**config.mk**
```make
export PLATFORM = sky130hd
export DESIGN_NAME = tl_string_deframer_unit
export DESIGN_NICKNAME = d
export VERILOG_FILES = /design/src/hw/rtl/tlsd_pkg.sv /design/src/hw/rtl/tl_string_deframer_unit.sv
export SDC_FILE = /design/constraint.sdc
export NUM_CORES = 1
export LEC_CHECK = 0
export BUFFER_PORTS_ARGS = -buffer_cell sky130_fd_sc_hd__buf_2
export CAP_MARGIN = 20
export CORE_ASPECT_RATIO = 2
export CORE_MARGIN = 2
export CORE_UTILIZATION = 55
export DETAILED_ROUTE_END_ITERATION = 8
export PLACE_DENSITY = 0.74
export SKIP_CTS_REPAIR_TIMING = 1
export SYNTH_ARGS = -nofsm -noshare
export SYNTH_HDL_FRONTEND = slang
export SYNTH_SLANG_ARGS = --single-unit
```
**constraint.sdc**
```tcl
create_clock -name clk_i -period 3.8 [get_ports clk_i]
set_input_delay 0.19 -clock clk_i [delete_from_list [all_inputs] [get_ports clk_i]]
set_output_delay 0.19 -clock clk_i [all_outputs]
set_load 0.02 [all_outputs]
```
**src/hw/rtl/tlsd_pkg.sv**
```systemverilog
package tlsd_pkg;

  typedef enum logic [2:0] {
    PH_HEADER  = 3'd0,
    PH_LENGTH  = 3'd1,
    PH_PAYLOAD = 3'd2,
    PH_PAD     = 3'd3,
    PH_HALT    = 3'd4
  } phase_e;

  typedef enum logic [1:0] {
    ST_OK         = 2'd0,
    ST_BAD_LENGTH = 2'd1,
    ST_BAD_PAD    = 2'd2
  } status_e;

  localparam logic [7:0] BigMarker = 8'd254;
  localparam logic [7:0] BadMarker = 8'd255;
  localparam logic [1:0] LastLenIdx = 2'd2;

  typedef struct packed {
    logic       payload_valid;
    logic [7:0] payload_byte;
    logic       string_end;
    logic [1:0] status;
  } res_t;

endpackage

```
**src/hw/rtl/tl_string_deframer_unit.sv**
```systemverilog
// each result is registered, in the result register or, while the output is stalled, in the skid stage
// throughput: one item per cycle while in_ready_o is high (skid stage empty), one result per item
// a skid stage behind the result register keeps in_ready_o off the out_ready_i path
// reset (rst_ni low, asynchronous): parser waits for a header byte, status ok,
// result and skid stages empty
module tl_string_deframer_unit (
  input  logic       clk_i,
  input  logic       rst_ni,
  input  logic       in_valid_i,
  output logic       in_ready_o,
  input  logic [7:0] data_byte_i,
  output logic       out_valid_o,
  input  logic       out_ready_i,
  output logic       payload_valid_o,
  output logic [7:0] payload_byte_o,
  output logic       string_end_o,
  output logic [1:0] status_o
);

  tlsd_pkg::phase_e phase_q, phase_d;
  logic [23:0] bytes_left_q, bytes_left_d;
  logic [1:0]  len_idx_q, len_idx_d;
  logic [1:0]  pad_left_q, pad_left_d;
  logic [1:0]  error_q, error_d;

  logic        accept;
  logic [23:0] len_asm;
  logic [1:0]  long_pad;
  logic [1:0]  short_pad;
  logic [23:0] bytes_dec;
  logic [1:0]  pad_dec;
  tlsd_pkg::res_t res_new;

  logic           out_valid_q, skid_valid_q;
  tlsd_pkg::res_t out_q, skid_q;

  assign in_ready_o = ~skid_valid_q;
  assign accept     = in_valid_i & in_ready_o;

  assign len_asm   = bytes_left_q | ({16'd0, data_byte_i} << {len_idx_q, 3'b000});
  assign long_pad  = 2'd0 - len_asm[1:0];
  assign short_pad = ~data_byte_i[1:0];
  assign bytes_dec = bytes_left_q - 24'd1;
  assign pad_dec   = pad_left_q - 2'd1;

  // next state
  always_comb begin
    phase_d      = phase_q;
    bytes_left_d = bytes_left_q;
    len_idx_d    = len_idx_q;
    pad_left_d   = pad_left_q;
    error_d      = error_q;
    case (phase_q)
      tlsd_pkg::PH_HEADER: begin
        if (data_byte_i == tlsd_pkg::BadMarker) begin
          error_d = tlsd_pkg::ST_BAD_LENGTH;
          phase_d = tlsd_pkg::PH_HALT;
        end else if (data_byte_i == tlsd_pkg::BigMarker) begin
          bytes_left_d = 24'd0;
          len_idx_d    = 2'd0;
          phase_d      = tlsd_pkg::PH_LENGTH;
        end else begin
          bytes_left_d = {16'd0, data_byte_i};
          pad_left_d   = short_pad;
          phase_d      = (data_byte_i != 8'd0) ? tlsd_pkg::PH_PAYLOAD : tlsd_pkg::PH_PAD;
        end
      end
      tlsd_pkg::PH_LENGTH: begin
        bytes_left_d = len_asm;
        if (len_idx_q >= tlsd_pkg::LastLenIdx) begin
          len_idx_d  = 2'd0;
          pad_left_d = long_pad;
          if (len_asm != 24'd0) begin
            phase_d = tlsd_pkg::PH_PAYLOAD;
          end else if (long_pad != 2'd0) begin
            phase_d = tlsd_pkg::PH_PAD;
          end else begin
            phase_d = tlsd_pkg::PH_HEADER;
          end
        end else begin
          len_idx_d = len_idx_q + 2'd1;
        end
      end
      tlsd_pkg::PH_PAYLOAD: begin
        bytes_left_d = bytes_dec;
        if (bytes_dec == 24'd0) begin
          phase_d = (pad_left_q != 2'd0) ? tlsd_pkg::PH_PAD : tlsd_pkg::PH_HEADER;
        end
      end
      tlsd_pkg::PH_PAD: begin
        if (data_byte_i != 8'd0) begin
          error_d = tlsd_pkg::ST_BAD_PAD;
          phase_d = tlsd_pkg::PH_HALT;
        end else begin
          pad_left_d = pad_dec;
          if (pad_dec == 2'd0) begin
            phase_d = tlsd_pkg::PH_HEADER;
          end
        end
      end
      default: begin
        phase_d = tlsd_pkg::PH_HALT;
      end
    endcase
  end

  // result for the accepted item
  always_comb begin
    res_new.payload_valid = 1'b0;
    res_new.payload_byte  = 8'd0;
    res_new.string_end    = 1'b0;
    res_new.status        = error_d;
    case (phase_q)
      tlsd_pkg::PH_LENGTH: begin
        res_new.string_end = (len_idx_q >= tlsd_pkg::LastLenIdx) &&
                             (len_asm == 24'd0) && (long_pad == 2'd0);
      end
      tlsd_pkg::PH_PAYLOAD: begin
        res_new.payload_valid = 1'b1;
        res_new.payload_byte  = data_byte_i;
        res_new.string_end    = (bytes_dec == 24'd0) && (pad_left_q == 2'd0);
      end
      tlsd_pkg::PH_PAD: begin
        res_new.string_end = (data_byte_i == 8'd0) && (pad_dec == 2'd0);
      end
      default: begin
        res_new.string_end = 1'b0;
      end
    endcase
  end

  always_ff @(posedge clk_i or negedge rst_ni) begin
    if (!rst_ni) begin
      phase_q      <= tlsd_pkg::PH_HEADER;
      bytes_left_q <= 24'd0;
      len_idx_q    <= 2'd0;
      pad_left_q   <= 2'd0;
      error_q      <= tlsd_pkg::ST_OK;
    end else if (accept) begin
      phase_q      <= phase_d;
      bytes_left_q <= bytes_left_d;
      len_idx_q    <= len_idx_d;
      pad_left_q   <= pad_left_d;
      error_q      <= error_d;
    end
  end

  always_ff @(posedge clk_i or negedge rst_ni) begin
    if (!rst_ni) begin
      out_valid_q  <= 1'b0;
      skid_valid_q <= 1'b0;
    end else if (!out_valid_q || out_ready_i) begin
      if (skid_valid_q) begin
        out_valid_q  <= 1'b1;
        skid_valid_q <= 1'b0;
      end else begin
        out_valid_q <= accept;
      end
    end else if (accept) begin
      skid_valid_q <= 1'b1;
    end
  end

  always_ff @(posedge clk_i) begin
    if (!out_valid_q || out_ready_i) begin
      out_q <= skid_valid_q ? skid_q : res_new;
    end else if (accept) begin
      skid_q <= res_new;
    end
  end

  assign out_valid_o     = out_valid_q;
  assign payload_valid_o = out_q.payload_valid;
  assign payload_byte_o  = out_q.payload_byte;
  assign string_end_o    = out_q.string_end;
  assign status_o        = out_q.status;

  a_skid_implies_out: assert property (@(posedge clk_i) disable iff (!rst_ni)
    skid_valid_q |-> out_valid_q)
    else $error("skid stage holds an item while the result register is empty");

  a_halt_sticky: assert property (@(posedge clk_i) disable iff (!rst_ni)
    (phase_q == tlsd_pkg::PH_HALT) |=> (phase_q == tlsd_pkg::PH_HALT))
    else $error("parser left the halted state");

  a_payload_ok: assert property (@(posedge clk_i) disable iff (!rst_ni)
    (out_valid_q && (out_q.payload_valid || out_q.string_end)) |->
      (out_q.status == tlsd_pkg::ST_OK))
    else $error("payload or string end flagged with an error status");

  a_error_holds: assert property (@(posedge clk_i) disable iff (!rst_ni)
    (error_q != tlsd_pkg::ST_OK) |=> $stable(error_q))
    else $error("error status changed after being raised");

endmodule
```
==> impl_metrics.toml, run 1 <==
[outcome]
status = "finished with violations"
violations = "hold timing"

[sta]
fmax_mhz = 323
worst_slew_pin_slew_ns = 0.856
holdWs_ns = -0.0444
finalHoldViolations = 35
fin_crit_sh_pct = 81.4
clock_skew_ns = 0.00775
tns_ns = 0
drv_slew = 0
setup_viol_count_final = 0
rsz0062_at_grt = "false"
fin_crit_ns = 3.09
maxSlewHeadroom_pct = 42.4

[global_route]
grt_use_total_pct = 29.9
antenna_found_initial = 0
grt_max_degree = 36
grt_use_met3_pct = 6.95
grt_pass1_vias = 3237
grt_use_met2_pct = 45.6
top_usage_layer = "met2"
gr-usage-met1_pct = 38.6
gr-total-overflow = 0
grt_pass1_wl_mm = 16.2

[cts]
cts_sinks = 59
cts_tree = "yes"
root_buffer = "clkbuf_16"
clkLatencyLatePin_ns = 0.34
clkTransAtPathRegs_ns = 0.06
htreeDepth = 3
clk_path_buf_depth = 2
cts_made_buffers = 9

[place]
portBuffers = 25
dp_hpwl_mm = 6.91
placed_area_sq_um = 3800
gp_congestion = 1.02

[logic_synthesis]
synth_nets = 414
synth_area_sq_um = 3650
seq_area_frac_synth_pct = 43.7
synth_edf_count = 24
ys_ff_latch = 59
syn_avg_cell_area_sq_um = 9.20
synth_ff_type = "dfrtp_1"
yosys.area.top_type = "dfrtp_1"
synthDistinctLibCells = 64
synth_top_area_share_pct = 24.0
async_reset_ff_share_pct = 59.3
synth.area.top_cells = "dfrtp_1 (24%), edfxtp_1 (20%), a21oi_1 (4.8%)"
yosysWarnings = 0
synth_cells = 397

[hold_path]
hold_path_class = "in -> async"

[layout]
area.growth.synth_to_final_pct = 12.1
drive_above_1_share_pct = 15.9
nFillCells = 592
diodes = 0
fin_nets = 427
final_area_sq_um = 4090

[setup_path]
start_kind = "flip-flop"
cp_cell_sequence = "inv_1, ha_1, nor4b_4, nand3_4, o31a_1, or4b_4, o32ai_4, mux2_1"
worst_ep_arrival_time_ns = 3.30
r2r-start = "bytes_left_q[0]"
reg2reg_slack_ns = 0.71
critical-path-slowest-cell = "or4b_4"
path_max_fanout = 11
max_stage_delay_ns = 0.57
r2r-end = "string_end_o"
worst-setup-path-type = "reg -> reg"
reg2reg_depth = 8
required_ns = 4.00
end_kind = "flip-flop"

[route]
drc = 0
vias_per_cell = 6.71
ant_nets = 0
vias = 3375
dr.pass1.iters = 5
wl_mm = 10.0
routedWlPerCell_um = 19.9
drtIter0Drc = 347

[power]
p_leak_nw = 1.63
p_clk_share_pct = 24.8
p_int_mw = 1.83
p_per_area_nw_per_um2 = 769
vdd_drop_max_mv = 0.414
power.switching_mw = 1.32
p_seq_share_pct = 36.5
power_switching_share_pct = 42.0
p_comb_share_pct = 38.7
power_mw = 3.15

[die]
dieArea_sq_um = 7350
dieHeight_um = 119
std_cell_rows = 42
io_pins = 26
start_util_pct = 56.0
coreArea_sq_um = 6520
die_x_um = 61.6

[job]
drv_cap = 0
==> logic make-up after synthesis <==
kind of cell / count (synthesis) / synth area share (%)
xor+xnor: 8 / 1.92
compound gates: 120 / 21.4
mux: 12 / 3.63
fa+ha+maj: 5 / 1.71
simple gates: 153 / 23.2
flops: 59 / 43.7
buf+inv: 40 / 4.45
==> cell usage after synthesis, types with 2 or more instances <==
| cell type | instances |
|---|---|
| o22ai_1 | 8 |
| or4b_2 | 2 |
| dfrtp_1 | 35 |
| a211oi_1 | 2 |
| nor2_1 | 36 |
| nand3b_1 | 2 |
| o31ai_1 | 5 |
| o211ai_1 | 5 |
| nor4_1 | 9 |
| inv_1 | 11 |
| or3_1 | 4 |
| clkbuf_1 | 23 |
| o21bai_1 | 2 |
| o21ai_0 | 28 |
| a2bb2oi_1 | 2 |
| and3_1 | 4 |
| o21a_1 | 3 |
| nor2b_1 | 3 |
| ha_1 | 5 |
| a22oi_1 | 2 |
| a32oi_1 | 2 |
| edfxtp_1 | 24 |
| xnor2_1 | 4 |
| a21oi_1 | 35 |
| nor3_1 | 17 |
| nand2b_1 | 8 |
| nand2_1 | 31 |
| a31oi_1 | 6 |
| xor2_1 | 4 |
| o31a_1 | 2 |
| a21o_1 | 2 |
| and2_1 | 10 |
| a22o_1 | 5 |
| nand4_1 | 7 |
| buf_2 | 4 |
| mux2_2 | 9 |
| mux2i_1 | 2 |
| or2_2 | 3 |
| nand3_1 | 5 |
| nor4b_1 | 2 |
==> registers in the layout (all words and copies together) (netlist names), 2 cells and up <==
| signal | cells |
|---|---|
| bytes_left_q | 24 |
| skid_q | 12 |
| payload_byte_o | 8 |
| phase_q | 3 |
| error_q | 2 |
| len_idx_q | 2 |
| pad_left_q | 2 |
| status_o | 2 |
==> layer usage <==
metal  vias up  wire (um)
met5         -          0
met1      1645       3810
li1       1509          -
met3        46        770
met4         0        543
met2       175       4900
==> through the flow <==
stage / hold slack (ns) / worst slack [ns] / utilization [%] / cells
2_1_floorplan: -0.106 / 1.16 / - / 397
3_3_place_gp: 0.315 / 0.854 / 58.3 / 486
3_5_place_dp: 0.326 / 0.738 / 58.3 / 486
4_1_cts: -0.0228 / 0.722 / 62.7 / 502
5_1_grt: 0.0327 / 0.580 / 62.8 / 503
6_report: -0.0444 / 0.705 / 62.8 / 503
==> power groups by stage <==
stage	clock (mW)	combinational [mW]	sequential [mW]
2_1_floorplan	0	0.999	1.01
3_3_place_gp	0	1.16	1.13
3_5_place_dp	0	1.19	1.15
4_1_cts	0.790	1.20	1.14
5_1_grt	0.815	1.33	1.18
6_report	0.782	1.22	1.15
==> area by class of cell <==
class,instances,area (sq um),share of cell area (%)
multi-input cells,298,1890,46.2
flip-flops and latches,59,1600,39.0
clock buffers,10,229,5.59
repair buffers,30,163,3.97
well taps,88,110,2.69
clock inverters,6,57.6,1.41
inverters,12,45.0,1.10
==> worst max path at each step <==
stage                          from           end  slack (ns)  depth (start not counted)
global placement    bytes_left_q[0]  string_end_o        0.85                          8
CTS                 bytes_left_q[0]  string_end_o        0.72                          8
floorplan           bytes_left_q[0]  string_end_o        1.16                          9
detailed placement  bytes_left_q[0]  string_end_o        0.74                          8
global route        bytes_left_q[0]  string_end_o        0.58                          8
finish              bytes_left_q[0]  string_end_o        0.71                          8
==> worst max-delay path: cells and delay by family (launching register included) <==
kind	cells	cell delay, ns
and+or+nand+nor	3	1.16
AOI/OAI and AO/OA	2	0.61
DFF	1	0.48
adders and majority gates	1	0.41
muxes	1	0.17
buffers and inverters	1	0.12
==> cell usage in the layout (no fill, tap or decap), types with 3 or more instances in the layout <==
cell type and count:
nor2_1 36, a21oi_1 35, dfrtp_1 35, nand2_1 31, o21ai_0 28, buf_2 25, edfxtp_1 24, nor3_1 17
inv_1 11, and2_1 10, nor4_1 9, mux2_2 9, clkbuf_16 9, nand2b_1 8, o22ai_1 8, nand4_1 7
a31oi_1 6, nand3_1 5, o31ai_1 5, o211ai_1 5, a22o_1 5, ha_1 5, buf_4 5, and3_1 4
or3_1 4, xor2_1 4, xnor2_1 4, or2_2 3, nor2b_1 3, o21a_1 3
Note: power is estimated with default switching activity, not from simulation.
==> run 2, diff against run 1 <==
- clock period: 3.8 -> 3.1 ns (I/O delays scaled with it)
==> run 2 against run 1 <==
- critical endpoint unchanged
- the run now ends clean
- first-iteration DRC count is 11% higher
- routed wire length rose by 2.8%
- via count rose by 0.59%
- critical path depth unchanged
- register-to-register slack worse by 0.48 ns
==> impl_metrics.toml, run 2 (same netlist as run 1, synthesis figures left out) <==
[outcome]
status = "complete, no violations"

[hold_path]
hold_path_class = "in -> reg"
min_delay_path_depth = 3
worstHoldEndpoint = "out_valid_o"
hold_path.startpoint = "in_valid_i"

[cts]
clk_path_buf_depth = 2
clkTransAtPathRegs_ns = 0.05
cts_tree = "yes"
cts_made_buffers = 9
root_buffer = "clkbuf_16"
clkLatencyLatePin_ns = 0.33
cts_sinks = 59
htreeDepth = 3

[route]
drtIter0Drc = 386
vias = 3395
drc = 0
routedWlPerCell_um = 20.2
ant_nets = 0
vias_per_cell = 6.64
wl_mm = 10.3
dr.pass1.iters = 6

[layout]
final_common_cell = "nor2_1"
drive_above_1_share_pct = 18.0
final_cells = 511
area.growth.synth_to_final_pct = 14.9
fin_nets = 435
largest_reg_flops = 24
regMostFlops = "bytes_left_q"
layout_common_cells = "nor2_1 (36), a21oi_1 (35), dfrtp_1 (35)"
diodes = 0
nFillCells = 521

[global_route]
grt_pass1_wl_mm = 16.2
antenna_found_initial = 0
grt_max_degree = 36
gr-total-overflow = 0
grt_pass1_vias = 3234
grt_use_total_pct = 30.3

[die]
die_x_um = 61.6
start_util_pct = 56.0
dieHeight_um = 119
std_cell_rows = 42
coreArea_sq_um = 6520
dieArea_sq_um = 7350
io_pins = 26

[sta]
fin_crit_sh_pct = 92.8
fin_crit_ns = 2.88
worst_slew_pin_slew_ns = 0.848
maxSlewHeadroom_pct = 43.5
fmax_mhz = 348
setup_viol_count_final = 0
clock_skew_ns = 0.00442
rsz0062_at_grt = "false"
drv_slew = 0
finalHoldViolations = 0
tns_ns = 0

[setup_path]
required_ns = 3.30
start_kind = "flip-flop"
cp-startpoint = "bytes_left_q[0]"
end_kind = "flip-flop"
r2r-start = "bytes_left_q[0]"
max_stage_delay_ns = 0.57
path_max_fanout = 10
reg2reg_depth = 8
cp_cell_sequence = "inv_1, ha_1, nor4b_4, nand3_4, o31a_1, or4b_4, o32ai_4, mux2_1"
crit_family = "simple AND/OR/NAND/NOR gates"
worst_ep_arrival_time_ns = 3.08
critical-path-slowest-cell = "or4b_4"
crit_buf_inv = 1
r2r-end = "string_end_o"
worst-setup-path-type = "reg -> reg"
reg2reg_slack_ns = 0.22

[place]
portBuffers = 25
dp_hpwl_mm = 7.05
gp_congestion = 0.969
place_inst = 494

[power]
p_per_area_nw_per_um2 = 962
p_leak_nw = 1.69
vdd_drop_max_mv = 0.534

[job]
drv_cap = 0
-- run 2: cell types whose count changed in the layout (fill, tap and decap cells not counted), sizes merged --
cell         before  now
buf              30   37
bufinv            1    2
clkinv            3    2
dlygate4sd3       0    1
-- run 2: per-layer routing --
| layer | up-vias | wire, um | global-route usage [%] |
|---|---|---|---|
| met5 | - | 0 | 0 |
| met2 | 211 | 5000 | 45.2 |
| met1 | 1601 | 3800 | 38.9 |
| li1 | 1534 | - | - |
| met3 | 49 | 929 | 7.71 |
| met4 | 0 | 572 | 16.9 |
-- run 2: worst max-delay path by stage --
stage                         endpoint  slack (ns)  cells past startpoint
after floorplan           string_end_o        0.46                      9
after global placement    string_end_o        0.39                      8
after detailed placement  string_end_o        0.26                      8
after CTS                 string_end_o        0.24                      8
after global routing      string_end_o        0.14                      8
final                     string_end_o        0.22                      8
-- run 2: metrics by stage --
step	cell area [sq um]	util (%)	setup WS, ns	hold WS (ns)	total power [mW]
after floorplan	3650	-	0.463	-0.141	2.47
after global placement	3860	59.2	0.388	0.281	2.84
after detailed placement	3860	59.2	0.259	0.292	2.91
after CTS	4190	64.2	0.239	-0.0541	4.00
after global routing	4200	64.4	0.143	0.0665	4.24
final	4200	64.4	0.223	0.0556	4.04
-- run 2: area by class of cell --
cell class	count	area, sq um	area share [%]
multi-input combinational	298	1890	45.1
sequential	59	1600	38.0
clock buffer	10	239	5.69
timing repair buffer	38	225	5.37
tap	88	110	2.62
clock inverter	6	88.8	2.12
inverter	12	45.0	1.07
-- run 2: worst reg2reg max path: stages, from the launching register on --
cell	delay [ns]
dfrtp_1	0.48
inv_1	0.13
ha_1	0.20
nor4b_4	0.41
nand3_4	0.17
o31a_1	0.35
or4b_4	0.57
o32ai_4	0.28
mux2_1	0.18
-- run 2: where the power goes --
part	total, mW	leakage (nW)	internal (mW)	switching (mW)
sequential	1.36	0.686	1.04	0.317
clock	1.08	0.155	0.724	0.357
combinational	1.59	0.849	0.620	0.975
